<file path="config.mk">
export PLATFORM = sky130hd
export DESIGN_NAME = scsi_controller_register_file_top_flat
export DESIGN_NICKNAME = d
export VERILOG_FILES = /design/src/scsirf_pkg.sv /design/src/scsirf_req_if.sv /design/src/scsirf_rsp_if.sv /design/src/scsi_controller_register_file_top.sv /design/src/scsirf_ctrl.sv /design/src/scsirf_dp.sv /design/src/flat_wrapper.sv
export VERILOG_INCLUDE_DIRS = /design/src /design/src/src
export SDC_FILE = /design/constraint.sdc
export NUM_CORES = 2
export LEC_CHECK = 0
export BUFFER_PORTS_ARGS = -buffer_cell sky130_fd_sc_hd__buf_2
export CORE_MARGIN = 2
export CORE_UTILIZATION = 35
export DETAILED_ROUTE_END_ITERATION = 6
export PLACE_DENSITY = 0.56
export SYNTH_ARGS = -nofsm -noshare
export SYNTH_HDL_FRONTEND = slang
export SYNTH_SLANG_ARGS = --single-unit
export TNS_END_PERCENT = 30
</file>
<file path="constraint.sdc">
create_clock -name clock -period 14.9 [get_ports clock]
set_input_delay 2.98 -clock clock [delete_from_list [all_inputs] [get_ports clock]]
set_output_delay 2.98 -clock clock [all_outputs]
set_load 0.005 [all_outputs]
</file>
<file path="src/scsi_controller_register_file_top_macros.svh">
// Assertion macros shared by the SCSI register file RTL.
`ifndef SCSI_CONTROLLER_REGISTER_FILE_TOP_MACROS_SVH
`define SCSI_CONTROLLER_REGISTER_FILE_TOP_MACROS_SVH

// Same-cycle implication, disabled while reset is high.
`define SCSIRF_ASSERT_IMP(label, clk, rst, ante, cons, msg) \
   label: assert property (@(posedge clk) disable iff (rst) (ante) |-> (cons)) \
      else $error(msg);

// Next-cycle implication, disabled while reset is high.
`define SCSIRF_ASSERT_NXT(label, clk, rst, ante, cons, msg) \
   label: assert property (@(posedge clk) disable iff (rst) (ante) |=> (cons)) \
      else $error(msg);

`endif

</file>
<file path="src/scsirf_pkg.sv">
// Shared types, register offsets, bit masks and helper functions of the SCSI register file.
package scsirf_pkg;

   // Field widths of the bus access and of the result.
   localparam int OFFSET_W = 12;
   localparam int SIZE_W   = 4;
   localparam int DATA_W   = 32;
   localparam int BYTE_W   = 8;

   // Default depth of the register file in bytes.
   localparam int REG_FILE_BYTES_DEF = 256;

   // Access kinds and sizes.
   localparam logic              OP_READ   = 1'b0;
   localparam logic              OP_WRITE  = 1'b1;
   localparam logic [SIZE_W-1:0] SIZE_BYTE = 4'd1;
   localparam logic [SIZE_W-1:0] SIZE_WORD = 4'd4;

   // Register offsets inside the window.
   localparam logic [OFFSET_W-1:0] OFF_DSTAT  = 12'h00C;
   localparam logic [OFFSET_W-1:0] OFF_ISTAT  = 12'h014;
   localparam logic [OFFSET_W-1:0] OFF_CTEST2 = 12'h01A;
   localparam logic [OFFSET_W-1:0] OFF_CTEST3 = 12'h01B;
   localparam logic [OFFSET_W-1:0] OFF_SIST0  = 12'h042;
   localparam logic [OFFSET_W-1:0] OFF_SIST1  = 12'h043;
   localparam logic [OFFSET_W-1:0] OFF_STEST1 = 12'h04D;
   localparam logic [OFFSET_W-1:0] OFF_STEST3 = 12'h04F;
   localparam logic [OFFSET_W-1:0] OFF_STEST4 = 12'h052;

   // Reset values of the registers that do not reset to zero.
   localparam logic [BYTE_W-1:0] DSTAT_RESET  = 8'h80;
   localparam logic [BYTE_W-1:0] CTEST3_RESET = 8'hA0;
   localparam logic [BYTE_W-1:0] STEST4_RESET = 8'hC0;

   // Flag bits touched by side effects.
   localparam logic [BYTE_W-1:0] DSTAT_SIR   = 8'h04;
   localparam logic [BYTE_W-1:0] ISTAT_DIP   = 8'h01;
   localparam logic [BYTE_W-1:0] ISTAT_SIP   = 8'h02;
   localparam logic [BYTE_W-1:0] ISTAT_SIGP  = 8'h20;
   localparam logic [BYTE_W-1:0] SIST0_MA    = 8'h80;
   localparam logic [BYTE_W-1:0] SIST1_STO   = 8'h04;
   localparam logic [BYTE_W-1:0] STEST1_QEN  = 8'h08;
   localparam logic [BYTE_W-1:0] STEST3_CSF  = 8'h02;
   localparam logic [BYTE_W-1:0] STEST4_LOCK = 8'h20;

   // Commands from the controller to the datapath.
   typedef struct packed {
      logic       capture;    // latch the accepted item and read the array
      logic       execute;    // carry out the item and load the result
      logic       wide_step;  // write one more byte of a four-byte write
      logic [1:0] byte_sel;   // byte lane of the current array write
   } cmd_type;

   // Status from the datapath to the controller.
   typedef struct packed {
      logic wide_write;       // the held item is an accepted four-byte write
   } sts_type;

   // Start offsets of the 32-bit registers that take four-byte writes.
   function automatic logic is_wide_reg(input logic [OFFSET_W-1:0] off);
      logic hit;
      hit = 1'b0;
      case (off)
         12'h010, 12'h01C, 12'h02C, 12'h034, 12'h05C, 12'h060, 12'h064,
         12'h068, 12'h06C, 12'h070, 12'h074, 12'h078, 12'h07C: hit = 1'b1;
         default: hit = 1'b0;
      endcase
      return hit;
   endfunction

   // Value an array entry holds after reset.
   function automatic logic [BYTE_W-1:0] reg_reset_value(input logic [OFFSET_W-1:0] off);
      logic [BYTE_W-1:0] val;
      val = '0;
      case (off)
         OFF_DSTAT:  val = DSTAT_RESET;
         OFF_CTEST3: val = CTEST3_RESET;
         OFF_STEST4: val = STEST4_RESET;
         default:    val = '0;
      endcase
      return val;
   endfunction

endpackage

</file>
<file path="src/scsirf_req_if.sv">
// Request channel interface: one bus access per item.
interface scsirf_req_if import scsirf_pkg::*; ();
   logic                valid;
   logic                ready;
   logic                operation;
   logic [OFFSET_W-1:0] reg_offset;
   logic [SIZE_W-1:0]   access_size;
   logic [DATA_W-1:0]   write_data;

   modport source (output valid, output operation, output reg_offset,
                   output access_size, output write_data, input ready);
   modport sink   (input valid, input operation, input reg_offset,
                   input access_size, input write_data, output ready);
endinterface

</file>
<file path="src/scsirf_rsp_if.sv">
// Response channel interface: one result per item.
interface scsirf_rsp_if import scsirf_pkg::*; ();
   logic              valid;
   logic              ready;
   logic [BYTE_W-1:0] read_data;
   logic              status;

   modport source (output valid, output read_data, output status, input ready);
   modport sink   (input valid, input read_data, input status, output ready);
endinterface

</file>
<file path="src/scsi_controller_register_file_top.sv">
// Top level of the SCSI controller register file.
//
// The block serves bus accesses to a byte-wide register window. Each item on
// the req_chan channel is one read or write; each produces exactly one item on
// the rsp_chan channel with the byte read (zero for writes and rejected
// accesses) and a reject flag. Channels use valid/ready; an item moves on a
// rising edge where both are high.
// The result is loaded into the result register when the item executes,
// provided the result register is free.
// Only one item is in the block at a time: a new item is accepted only once the
// previous one is through. Four-byte writes also pass through the WIDE state,
// since the register array has a single write port and takes one byte per cycle.
// Reset clears the valid bits of the whole array at once, so unwritten
// entries read their reset values; no clearing pass is needed.
// When the receiver stalls, the result register holds its item and the next
// access is accepted but waits before it executes, so no result is lost.
`include "scsi_controller_register_file_top_macros.svh"

module scsi_controller_register_file_top import scsirf_pkg::*; #(
   parameter int REG_FILE_BYTES = REG_FILE_BYTES_DEF
) (
   input logic          clock,
   input logic          reset,
   scsirf_req_if.sink   req_chan,
   scsirf_rsp_if.source rsp_chan
);

   cmd_type cmd;
   sts_type sts;

   // Sequencing of each access.
   scsirf_ctrl u_ctrl (
      .clock     (clock),
      .reset     (reset),
      .req_valid (req_chan.valid),
      .req_ready (req_chan.ready),
      .rsp_valid (rsp_chan.valid),
      .rsp_ready (rsp_chan.ready),
      .cmd       (cmd),
      .sts       (sts)
   );

   // Register storage and access decode.
   scsirf_dp #(
      .REG_FILE_BYTES (REG_FILE_BYTES)
   ) u_dp (
      .clock           (clock),
      .reset           (reset),
      .cmd             (cmd),
      .sts             (sts),
      .req_operation   (req_chan.operation),
      .req_reg_offset  (req_chan.reg_offset),
      .req_access_size (req_chan.access_size),
      .req_write_data  (req_chan.write_data),
      .rsp_read_data   (rsp_chan.read_data),
      .rsp_status      (rsp_chan.status)
   );

   // Only one item is in the block at a time.
   `SCSIRF_ASSERT_NXT(a_busy_after_accept, clock, reset,
                      req_chan.valid && req_chan.ready, !req_chan.ready,
                      "item accepted while another is in progress")
   // Executing an item always leaves a result waiting.
   `SCSIRF_ASSERT_NXT(a_result_after_execute, clock, reset,
                      cmd.execute, rsp_chan.valid,
                      "executed item produced no result")
   // A result appears only from an executed item.
   `SCSIRF_ASSERT_IMP(a_result_from_execute, clock, reset,
                      $rose(rsp_chan.valid), $past(cmd.execute),
                      "result appeared without an executed item")
   // The array write lanes of a four-byte write never overlap a new item.
   `SCSIRF_ASSERT_IMP(a_no_accept_in_wide, clock, reset,
                      cmd.wide_step, !req_chan.ready,
                      "item accepted during a four-byte write")

endmodule

</file>
<file path="src/scsirf_ctrl.sv">
// Controller state machine that sequences each access through the datapath.
module scsirf_ctrl import scsirf_pkg::*; (
   input  logic    clock,
   input  logic    reset,
   input  logic    req_valid,
   output logic    req_ready,
   output logic    rsp_valid,
   input  logic    rsp_ready,
   output cmd_type cmd,
   input  sts_type sts
);

   typedef enum logic [2:0] {
      ST_IDLE = 3'b001,
      ST_EXEC = 3'b010,
      ST_WIDE = 3'b100
   } state_type;

   state_type  state_ff, state_in;
   logic [1:0] byte_cnt_ff, byte_cnt_in;
   logic       rsp_valid_ff, rsp_valid_in;
   logic       out_free;

   // The result register can take a new result when empty or being drained.
   assign out_free  = !rsp_valid_ff || rsp_ready;
   assign req_ready = (state_ff == ST_IDLE);
   assign rsp_valid = rsp_valid_ff;

   // Next state and commands.
   always_comb begin
      state_in     = state_ff;
      byte_cnt_in  = byte_cnt_ff;
      cmd          = '0;
      cmd.byte_sel = byte_cnt_ff;
      case (state_ff)
         ST_IDLE: begin
            if (req_valid) begin
               cmd.capture = 1'b1;
               state_in    = ST_EXEC;
            end
         end
         ST_EXEC: begin
            cmd.byte_sel = 2'd0;
            if (out_free) begin
               cmd.execute = 1'b1;
               if (sts.wide_write) begin
                  byte_cnt_in = 2'd1;
                  state_in    = ST_WIDE;
               end else begin
                  state_in    = ST_IDLE;
               end
            end
         end
         ST_WIDE: begin
            cmd.wide_step = 1'b1;
            byte_cnt_in   = byte_cnt_ff + 2'd1;
            if (byte_cnt_ff == 2'd3) begin
               state_in = ST_IDLE;
            end
         end
         default: begin
            state_in = ST_IDLE;
         end
      endcase
   end

   // The result stays valid until the receiver takes it.
   always_comb begin
      if (cmd.execute) begin
         rsp_valid_in = 1'b1;
      end else if (rsp_ready) begin
         rsp_valid_in = 1'b0;
      end else begin
         rsp_valid_in = rsp_valid_ff;
      end
   end

   always_ff @(posedge clock) begin
      if (reset) begin
         state_ff     <= ST_IDLE;
         byte_cnt_ff  <= 2'd0;
         rsp_valid_ff <= 1'b0;
      end else begin
         state_ff     <= state_in;
         byte_cnt_ff  <= byte_cnt_in;
         rsp_valid_ff <= rsp_valid_in;
      end
   end

endmodule

</file>
<file path="src/scsirf_dp.sv">
// Datapath: register array, interrupt status registers, access decode and result register.
module scsirf_dp import scsirf_pkg::*; #(
   parameter int REG_FILE_BYTES = REG_FILE_BYTES_DEF
) (
   input  logic                clock,
   input  logic                reset,
   input  cmd_type             cmd,
   output sts_type             sts,
   input  logic                req_operation,
   input  logic [OFFSET_W-1:0] req_reg_offset,
   input  logic [SIZE_W-1:0]   req_access_size,
   input  logic [DATA_W-1:0]   req_write_data,
   output logic [BYTE_W-1:0]   rsp_read_data,
   output logic                rsp_status
);

   localparam int AW = $clog2(REG_FILE_BYTES);
   localparam logic [OFFSET_W:0] LIMIT = (OFFSET_W + 1)'(REG_FILE_BYTES);

   // Held item.
   logic                op_ff;
   logic [OFFSET_W-1:0] off_ff;
   logic [SIZE_W-1:0]   size_ff;
   logic [DATA_W-1:0]   data_ff;

   // Register array, its valid bits and the registered read port.
   logic [BYTE_W-1:0]         mem_ff [REG_FILE_BYTES];
   logic [REG_FILE_BYTES-1:0] vld_ff;
   logic [BYTE_W-1:0]         mem_q_ff;
   logic                      vld_q_ff;

   // DSTAT, ISTAT, SIST0, SIST1 and STEST4, which have side effects, live in flip-flops.
   logic [BYTE_W-1:0] dstat_ff, dstat_in;
   logic [BYTE_W-1:0] istat_ff, istat_in;
   logic [BYTE_W-1:0] sist0_ff, sist0_in;
   logic [BYTE_W-1:0] sist1_ff, sist1_in;
   logic [BYTE_W-1:0] stest4_ff, stest4_in;

   // Result register.
   logic [BYTE_W-1:0] read_data_ff, read_data_in;
   logic              status_ff, status_in;

   logic [AW-1:0]     idx;
   logic [AW-1:0]     wr_addr;
   logic [BYTE_W-1:0] wr_data;
   logic [BYTE_W-1:0] wr_byte;
   logic [BYTE_W-1:0] mem_byte;
   logic [BYTE_W-1:0] cur_byte;
   logic              in_range, wide_fit, is_read, reject;
   logic              rd_ok, byte_wr, wide_ok, special, mem_we;

   // Decode of the held access.
   always_comb begin
      idx      = off_ff[AW-1:0];
      in_range = {1'b0, off_ff} < LIMIT;
      wide_fit = is_wide_reg(off_ff) && (({1'b0, off_ff} + (OFFSET_W + 1)'(3)) < LIMIT);
      is_read  = (op_ff == OP_READ);
      if (!in_range) begin
         reject = 1'b1;
      end else if (is_read) begin
         reject = (size_ff != SIZE_BYTE);
      end else if (size_ff == SIZE_WORD) begin
         reject = !wide_fit;
      end else begin
         reject = (size_ff != SIZE_BYTE) || (off_ff == OFF_DSTAT);
      end
      rd_ok   = !reject && is_read;
      wide_ok = !reject && !is_read && (size_ff == SIZE_WORD);
      byte_wr = !reject && !is_read && (size_ff == SIZE_BYTE);
      special = (off_ff == OFF_DSTAT) || (off_ff == OFF_ISTAT) || (off_ff == OFF_SIST0) ||
                (off_ff == OFF_SIST1) || (off_ff == OFF_STEST4);
   end

   assign sts.wide_write = wide_ok;

   // Current byte of the addressed register; unwritten entries read their reset value.
   always_comb begin
      mem_byte = vld_q_ff ? mem_q_ff : reg_reset_value(off_ff);
      case (off_ff)
         OFF_DSTAT:  cur_byte = dstat_ff;
         OFF_ISTAT:  cur_byte = istat_ff;
         OFF_SIST0:  cur_byte = sist0_ff;
         OFF_SIST1:  cur_byte = sist1_ff;
         OFF_STEST4: cur_byte = stest4_ff;
         default:    cur_byte = mem_byte;
      endcase
      wr_byte = data_ff[BYTE_W-1:0];
      if (off_ff == OFF_STEST3) begin
         wr_byte = wr_byte & ~STEST3_CSF;
      end
   end

   // Side effects on the flag registers.
   always_comb begin
      dstat_in  = dstat_ff;
      istat_in  = istat_ff;
      sist0_in  = sist0_ff;
      sist1_in  = sist1_ff;
      stest4_in = stest4_ff;
      if (cmd.execute && rd_ok) begin
         // Reads acknowledge pending interrupts.
         if ((off_ff == OFF_DSTAT) && ((cur_byte & DSTAT_SIR) != '0)) begin
            dstat_in = cur_byte & ~DSTAT_SIR;
            istat_in = istat_ff & ~ISTAT_DIP;
         end
         if (off_ff == OFF_CTEST2) begin
            istat_in = istat_ff & ~ISTAT_SIGP;
         end
         if ((off_ff == OFF_SIST0) && ((cur_byte & SIST0_MA) != '0)) begin
            sist0_in = cur_byte & ~SIST0_MA;
            istat_in = istat_ff & ~ISTAT_SIP;
         end
         if ((off_ff == OFF_SIST1) && ((cur_byte & SIST1_STO) != '0)) begin
            sist1_in = cur_byte & ~SIST1_STO;
            istat_in = istat_ff & ~ISTAT_SIP;
         end
      end
      if (cmd.execute && byte_wr) begin
         case (off_ff)
            OFF_ISTAT:  istat_in  = wr_byte;
            OFF_SIST0:  sist0_in  = wr_byte;
            OFF_SIST1:  sist1_in  = wr_byte;
            OFF_STEST4: stest4_in = wr_byte;
            default:    stest4_in = stest4_ff;
         endcase
         // Setting QEN in STEST1 locks STEST4.
         if ((off_ff == OFF_STEST1) && ((wr_byte & STEST1_QEN) != '0)) begin
            stest4_in = stest4_ff | STEST4_LOCK;
         end
      end
   end

   // Array write port: byte writes, or one lane of a four-byte write per cycle.
   always_comb begin
      mem_we  = (cmd.execute && (wide_ok || (byte_wr && !special))) || cmd.wide_step;
      wr_addr = idx + AW'(cmd.byte_sel);
      if (cmd.wide_step || wide_ok) begin
         wr_data = data_ff[{cmd.byte_sel, 3'b000} +: BYTE_W];
      end else begin
         wr_data = wr_byte;
      end
   end

   // Result of the held item.
   always_comb begin
      read_data_in = read_data_ff;
      status_in    = status_ff;
      if (cmd.execute) begin
         read_data_in = rd_ok ? cur_byte : '0;
         status_in    = reject;
      end
   end

   assign rsp_read_data = read_data_ff;
   assign rsp_status    = status_ff;

   // Item capture, array read and write, result register.
   always_ff @(posedge clock) begin
      if (cmd.capture) begin
         op_ff    <= req_operation;
         off_ff   <= req_reg_offset;
         size_ff  <= req_access_size;
         data_ff  <= req_write_data;
         mem_q_ff <= mem_ff[req_reg_offset[AW-1:0]];
      end
      if (mem_we) begin
         mem_ff[wr_addr] <= wr_data;
      end
      read_data_ff <= read_data_in;
      status_ff    <= status_in;
   end

   // Valid bits and flag registers take their reset values at once.
   always_ff @(posedge clock) begin
      if (reset) begin
         vld_ff    <= '0;
         vld_q_ff  <= 1'b0;
         dstat_ff  <= DSTAT_RESET;
         istat_ff  <= '0;
         sist0_ff  <= '0;
         sist1_ff  <= '0;
         stest4_ff <= STEST4_RESET;
      end else begin
         if (mem_we) begin
            vld_ff[wr_addr] <= 1'b1;
         end
         if (cmd.capture) begin
            vld_q_ff <= vld_ff[req_reg_offset[AW-1:0]];
         end
         dstat_ff  <= dstat_in;
         istat_ff  <= istat_in;
         sist0_ff  <= sist0_in;
         sist1_ff  <= sist1_in;
         stest4_ff <= stest4_in;
      end
   end

endmodule

</file>
<file path="src/flat_wrapper.sv">
// flat-port wrapper written by rule: the top's interface ports become plain ports
module scsi_controller_register_file_top_flat import scsirf_pkg::*;
#(
   parameter int REG_FILE_BYTES = REG_FILE_BYTES_DEF
)
  (clock, reset, req_chan_valid, req_chan_operation, req_chan_reg_offset, req_chan_access_size, req_chan_write_data, req_chan_ready, rsp_chan_valid, rsp_chan_read_data, rsp_chan_status, rsp_chan_ready);
  scsirf_req_if req_chan_i ();
  scsirf_rsp_if rsp_chan_i ();
  input logic clock;
  input logic reset;
  input wire logic [$bits(req_chan_i.valid)-1:0] req_chan_valid;
  input wire logic [$bits(req_chan_i.operation)-1:0] req_chan_operation;
  input wire logic [$bits(req_chan_i.reg_offset)-1:0] req_chan_reg_offset;
  input wire logic [$bits(req_chan_i.access_size)-1:0] req_chan_access_size;
  input wire logic [$bits(req_chan_i.write_data)-1:0] req_chan_write_data;
  output wire logic [$bits(req_chan_i.ready)-1:0] req_chan_ready;
  output wire logic [$bits(rsp_chan_i.valid)-1:0] rsp_chan_valid;
  output wire logic [$bits(rsp_chan_i.read_data)-1:0] rsp_chan_read_data;
  output wire logic [$bits(rsp_chan_i.status)-1:0] rsp_chan_status;
  input wire logic [$bits(rsp_chan_i.ready)-1:0] rsp_chan_ready;
  assign req_chan_i.valid = req_chan_valid;
  assign req_chan_i.operation = req_chan_operation;
  assign req_chan_i.reg_offset = req_chan_reg_offset;
  assign req_chan_i.access_size = req_chan_access_size;
  assign req_chan_i.write_data = req_chan_write_data;
  assign req_chan_ready = req_chan_i.ready;
  assign rsp_chan_valid = rsp_chan_i.valid;
  assign rsp_chan_read_data = rsp_chan_i.read_data;
  assign rsp_chan_status = rsp_chan_i.status;
  assign rsp_chan_i.ready = rsp_chan_ready;
  scsi_controller_register_file_top #(.REG_FILE_BYTES(REG_FILE_BYTES)) u_core (.clock(clock), .reset(reset), .req_chan(req_chan_i), .rsp_chan(rsp_chan_i));
endmodule
</file>
* Word level (Yosys, flattened, before mapping)
Memories as Yosys holds them, arrays and structs flattened. A register that Yosys moved wholly into a read port is not among the register bits.
Cells that the tools add are included.
** Storage, ports and cells
- Bits in read-only memories :: 0
- Output and inout bits :: 11
- Input port bits :: 53
- Latch bits :: 0
- Register bits :: 360
- Logic and storage cells :: 147
- RAM bits :: 2048
- Memories :: 1
** Memories
- u_core.u_dp.mem_ff :: words 256, width 8, rd ports 1, clocked after Yosys merged registers in 1, wr ports 1, RTL line scsirf_dp.sv:27 : logic [BYTE_W-1:0] mem_ff [REG_FILE_BYTES];
** Operators by class
- Div/mod/pow operators :: 0
- Equality and inequality tests :: 33
- Reductions and logical operators :: 36
- Bitwise logic cells :: 3
- Multipliers :: 0
- $lt $le $gt $ge :: 5
- Mux-type cells :: 48
- $add $sub $neg :: 3
- Shift-type cells :: 1
** Operators by type and width (count)
- bitwise OR 256 bit :: 1
- == test 12 x 7 -> 1 bit (second input constant) :: 14
- 2-to-1 mux 8 bit :: 13
- == test 12 x 5 -> 1 bit (second input constant) :: 5
- case mux 8 bit (5 select lines) :: 1
- 2-to-1 mux 6 bit :: 6
- indexed part select 32 x 6 -> 8 bit :: 1
- == test 12 x 6 -> 1 bit (second input constant) :: 2
- < comparator 8 x 9 -> 1 bit (second input constant) :: 2
- 2-to-1 mux 1 bit :: 16
- logical AND 1 bit :: 14
- adder 12 x 2 -> 13 bit (second input constant) :: 1
- < comparator 13 x 9 -> 1 bit (second input constant) :: 1
- OR reduction 13 bit :: 1
- == test 12 x 4 -> 1 bit (second input constant) :: 1
- < comparator 12 x 9 -> 1 bit (second input constant) :: 1
- 2-to-1 mux 3 bit :: 4
- logical OR 1 bit :: 9
- case mux 3 bit (3 select lines) :: 1
- AND reduction 3 bit :: 3
- adder 8 x 2 -> 8 bit :: 1
- binary-select mux 1 bit (select 8 bit) :: 1
- demux 1 bit (select 8 bit) :: 1
- greater-or-equal comparator 8 x 1 -> 1 bit (second input constant) :: 1
- 15 further kinds :: 28

* Logic depth before layout (Yosys ltp)
- Depth after elaboration :: 17
- Mapped depth :: 16
- Mapped depth without buffers :: 13

* By module
A second synthesis with hierarchy kept.
** Second synthesis, totals
- Cells, all modules :: 4751
- Area total of the unflattened synthesis :: 93173.1 µm²
** Modules (own cells, without submodules)
- scsirf_dp :: cells each 4713, seq. area each 69406.6 µm², area each 92831.5 µm², times used 1
- scsirf_ctrl :: cells each 38, seq. area each 120.1 µm², area each 341.6 µm², times used 1

* Least setup slack after synthesis
No wires, ideal clock.
- Path type :: register to register
- Start point :: reg u_core.u_dp.off_ff[10]
- End point :: mem u_core.u_dp.mem_ff[0][6] (data pin)
- Required time :: 14.048 ns
- Setup slack :: 8.659 ns
- Arrival :: 5.389 ns
- Library setup time :: 0.852 ns
- Cell stages (with the launch flop) :: 9
- Path buffers :: 1
- Period minus slack after synthesis :: 6.241 ns
- Path through :: edfxtp_1 nor4_1 clkbuf_1 a32o_1 a21oi_1 nor3_1 or2_2 a21boi_1 o22a_1
** On the way
- Cells in the longest elaborated chain, start to end :: 13
- Elaborated cells between the ends (all ways) :: 30
- Those cells by class :: add/sub (1); order compare (2); eq/ne (14); mux (5); reduce/logical (8)
** RTL lines
- start: declaration :: RTL line scsirf_dp.sv:22 : logic [OFFSET_W-1:0] off_ff;
- start signal: assignment :: RTL line scsirf_dp.sv:161 : off_ff <= req_reg_offset;
- branches (longest 7 deep; another with adder 12 x 2 -> 13 bit)
- 2-to-1 mux 1 bit (*) :: RTL line scsirf_dp.sv:58 : if (!in_range) begin
- zero test 1 bit (*) :: RTL line scsirf_dp.sv:68 : wide_ok = !reject && !is_read && (size_ff == SIZE_WORD);
- logical AND 1 bit (*) (2 in a row) :: RTL line scsirf_dp.sv:68
- logical OR 1 bit (*) :: RTL line scsirf_dp.sv:137 : if (cmd.wide_step || wide_ok) begin
- 2-to-1 mux 8 bit (*) :: RTL line scsirf_dp.sv:137
- via u_core.u_dp.wr_data[6] :: RTL line scsirf_dp.sv:45 : logic [BYTE_W-1:0] wr_data;
- end: declaration :: RTL line scsirf_dp.sv:27
Mark *: on every way through the listed nets, which the timed path passes.

==> impl_metrics.py <==
metrics = {
    "run_status": {
        "status": "complete, no violations",
    },
    "sta": {
        "finalCritPeriodShare_pct": 47.70,
        "maxSlewViolCount": 0,
        "fmax_ghz": 0.1407,
        "post-route-min-period_ns": 7.108,
        "rsz0062_at_grt": "no",
        "timing.setup.tns_ns": 0,
        "fin_skew_ns": 0.06043,
        "finalSetupViolCount": 0,
        "slew_headroom_pct": 16.90,
        "tightest_slew_ns": 1.242,
        "hold_violations": 0,
        "hold_slack_ns": 0.4606,
    },
    "synth": {
        "async_flop_share_pct": 0,
        "yosys.area.top_type_share_pct": 67.62,
        "synth_compound_area_share_pct": 3.417,
        "synthesis.area_mm2": 0.09387,
        "yosysWarningCount": 0,
        "yosys.area.top_type": "edfxtp_1",
        "syn_inst": 4810,
        "yosysUniqueCellTypes": 68,
        "ys_seq_area_share_pct": 74.06,
        "synth_flop_cell": "edfxtp_1",
        "synthTopCellsByArea": "edfxtp_1 (68%), mux4_2 (17%), dfxtp_1 (6.4%), o22ai_1 (1.7%), nor2_1 (1.3%)",
        "synth-edff-count": 2114,
        "synth_fa_ha_area_share_pct": 0.06131,
        "synthesis.nets": 4867,
        "synth_top_family_by_area": "multiplexers",
        "synth-simple-area-share_pct": 2.660,
        "synth-seq-cells": 2416,
        "synth_xor_area_share_pct": 0.05598,
        "synthMuxAreaShare_pct": 17.31,
        "syn_area_per_cell_um2": 19.52,
    },
    "clocking": {
        "clock_latency_ns": 0.88,
        "cts_tree": "built",
        "htree_levels": 4,
        "cts.clk_slew.worst_paths_ns": 0.06,
        "cts_resized": 0,
        "cts.sinks": 2416,
        "cts_root_buf": "clkbuf_16",
        "postCtsSetupBuffers": 0,
        "clk_path_buf_depth": 3,
        "holdBufCountCts": 0,
        "cts_made_buffers": 235,
    },
    "route": {
        "avgViaCountPerCell": 5.346,
        "wl_um": 232700,
        "drt-initial-drc-count": 4642,
        "routedWlPerCell_um": 26.84,
        "ant_nets": 0,
        "vias": 46350,
        "dr.pass1.iters": 5,
        "drc": 0,
    },
    "worst_setup_path": {
        "path_class": "in2reg",
        "cp.required_ns": 15.50,
        "cp.arrival_ns": 7.71,
        "worst-path-max-fanout": 58,
        "start_kind": "input port",
        "crit_path_end_kind": "register",
    },
    "final_layout": {
        "post_route_cells_drive_above_1_share_pct": 23.92,
        "register_area_mm2": 0.06953,
        "synthToLayoutAreaGrowth_pct": 12.81,
        "multiInputGateArea_mm2": 0.02220,
        "fillers": 23770,
        "fin_cells": 8671,
        "final_cell_mix": "edfxtp_1 (2,114), mux4_2 (694), nor2_1 (326)",
        "fin_area_mm2": 0.1059,
        "finalNetCount": 4963,
        "layout_commonest_cell": "edfxtp_1",
    },
    "power": {
        "leakagePower_nw": 31.92,
        "ir_drop_uv": 110.7,
        "power.density_mw_per_mm2": 131.4,
    },
    "global_route": {
        "antenna_found_initial": 8,
        "grt_max_degree": 132,
        "grtUsageTotal_pct": 16.96,
        "grt_pass1_vias": 47260,
        "grt_pass1_wl_um": 338800,
        "grt_overflow_total": 0,
    },
    "job": {
        "max-cap-violations": 0,
    },
    "hold_path": {
        "min_path_type": "reg2reg",
    },
    "placement": {
        "dpl_cell_area_mm2": 0.09827,
        "gp_congestion": 0.7958,
        "place_hpwl_um": 138100,
        "dp.cells": 8221,
        "numPortBuffers": 63,
    },
    "floorplan": {
        "core_mm2": 0.2674,
        "rows": 190,
        "initial_core_util_pct": 35.10,
        "die_h_um": 521.9,
        "die_w_um": 521.9,
        "die_area_mm2": 0.2724,
        "io_pins": 64,
    },
}
-- area by class of cell --
| cell class | instances | share of cell area, % |
|---|---|---|
| timing repair buffer | 153 | 1.031 |
| tap | 3552 | 4.197 |
| antenna | 7 | 0.01654 |
| inverter | 266 | 0.9499 |
| multi-input combinational | 1834 | 20.97 |
| sequential | 2416 | 65.65 |
| clock buffer | 305 | 5.970 |
| clock inverter | 138 | 1.217 |
-- per-layer routing --
layer | wire (um) | global-route usage (%) | vias to the layer above
li1 | - | - | 19770
met3 | 12610 | 2.573 | 326
met4 | 6259 | 4.944 | 0
met1 | 99140 | 23.21 | 24920
met5 | 0 | 0 | -
met2 | 114700 | 28.08 | 1337
-- final timing paths --
kind	startpoint	slack, ns	end	cells after the start
worst max register to register	u_core.u_dp.size_ff[1]	8.78	u_core.u_dp.mem_ff[225][3]	8
worst min register to register	u_core.u_dp.dstat_ff[7]	0.46	u_core.u_dp.dstat_ff[7]	1
worst min-delay path	u_core.u_dp.dstat_ff[7]	0.46	u_core.u_dp.dstat_ff[7]	1
worst max-delay path	req_chan_reg_offset[0]	7.79	u_core.u_dp.mem_q_ff[5]	8
-- state kept, by name, indices dropped and copies added (netlist names), 12 cells and up --
register             cells
u_core.u_dp.mem_ff    2048
u_core.u_dp.vld_ff     256
u_core.u_dp.data_ff     32
u_core.u_dp.off_ff      12
-- Yosys cell counts, types with 4 or more instances --
master	number
nand3_1	12
nor4b_1	4
buf_1	40
a21oi_1	56
nand3b_1	7
buf_4	10
or2_2	6
dfxtp_1	302
mux4_2	694
xnor2_1	4
a211oi_1	8
mux2i_1	52
mux2_2	9
a22oi_1	79
o22a_1	7
nor2b_1	20
nor2_1	327
o21ai_0	18
or4_1	8
inv_1	265
nor3_1	14
nand2_1	139
a31oi_1	12
nor3b_1	4
a222oi_1	8
and3_1	6
and2_1	6
nand2b_1	13
buf_2	100
a22o_1	4
edfxtp_1	2114
clkbuf_1	142
o22ai_1	261
-- report_power, final --
part           internal [W]  leakage, nW  total (W)  switching [W]
Combinational      0.000224         6.74   0.000621       0.000397
Sequential          0.00739         21.5    0.00740      0.0000151
Clock               0.00332         3.71    0.00589        0.00257
-- logic make-up (layout without fill, tap and decap cells) --
group | count (synthesis) | after routing
compound gates | 487 | 487
xor+xnor | 6 | 6
fa+ha+maj | 4 | 4
buf+inv | 560 | 862
flops | 2416 | 2416
mux | 755 | 755
other cells | 0 | 7
simple gates | 582 | 582
-- per-stage QoR --
step	setup WS (ns)	power [W]	utilization, %
final	7.792	0.01391	39.60
after global routing	7.488	0.01432	39.59
after CTS	7.707	0.01404	39.59
after detailed placement	6.746	0.008180	36.75
after global placement	6.769	0.008171	36.75
after floorplan	8.659	0.007959	-
-- worst max-delay path, cell delays in order --
cell,delay (ns)
buf_8,0.48
buf_4,0.79
buf_4,0.84
mux4_2,0.61
mux4_2,0.49
a22oi_1,0.36
a21oi_1,0.26
or4_1,0.54
Power figures use the tool's default switching activity.
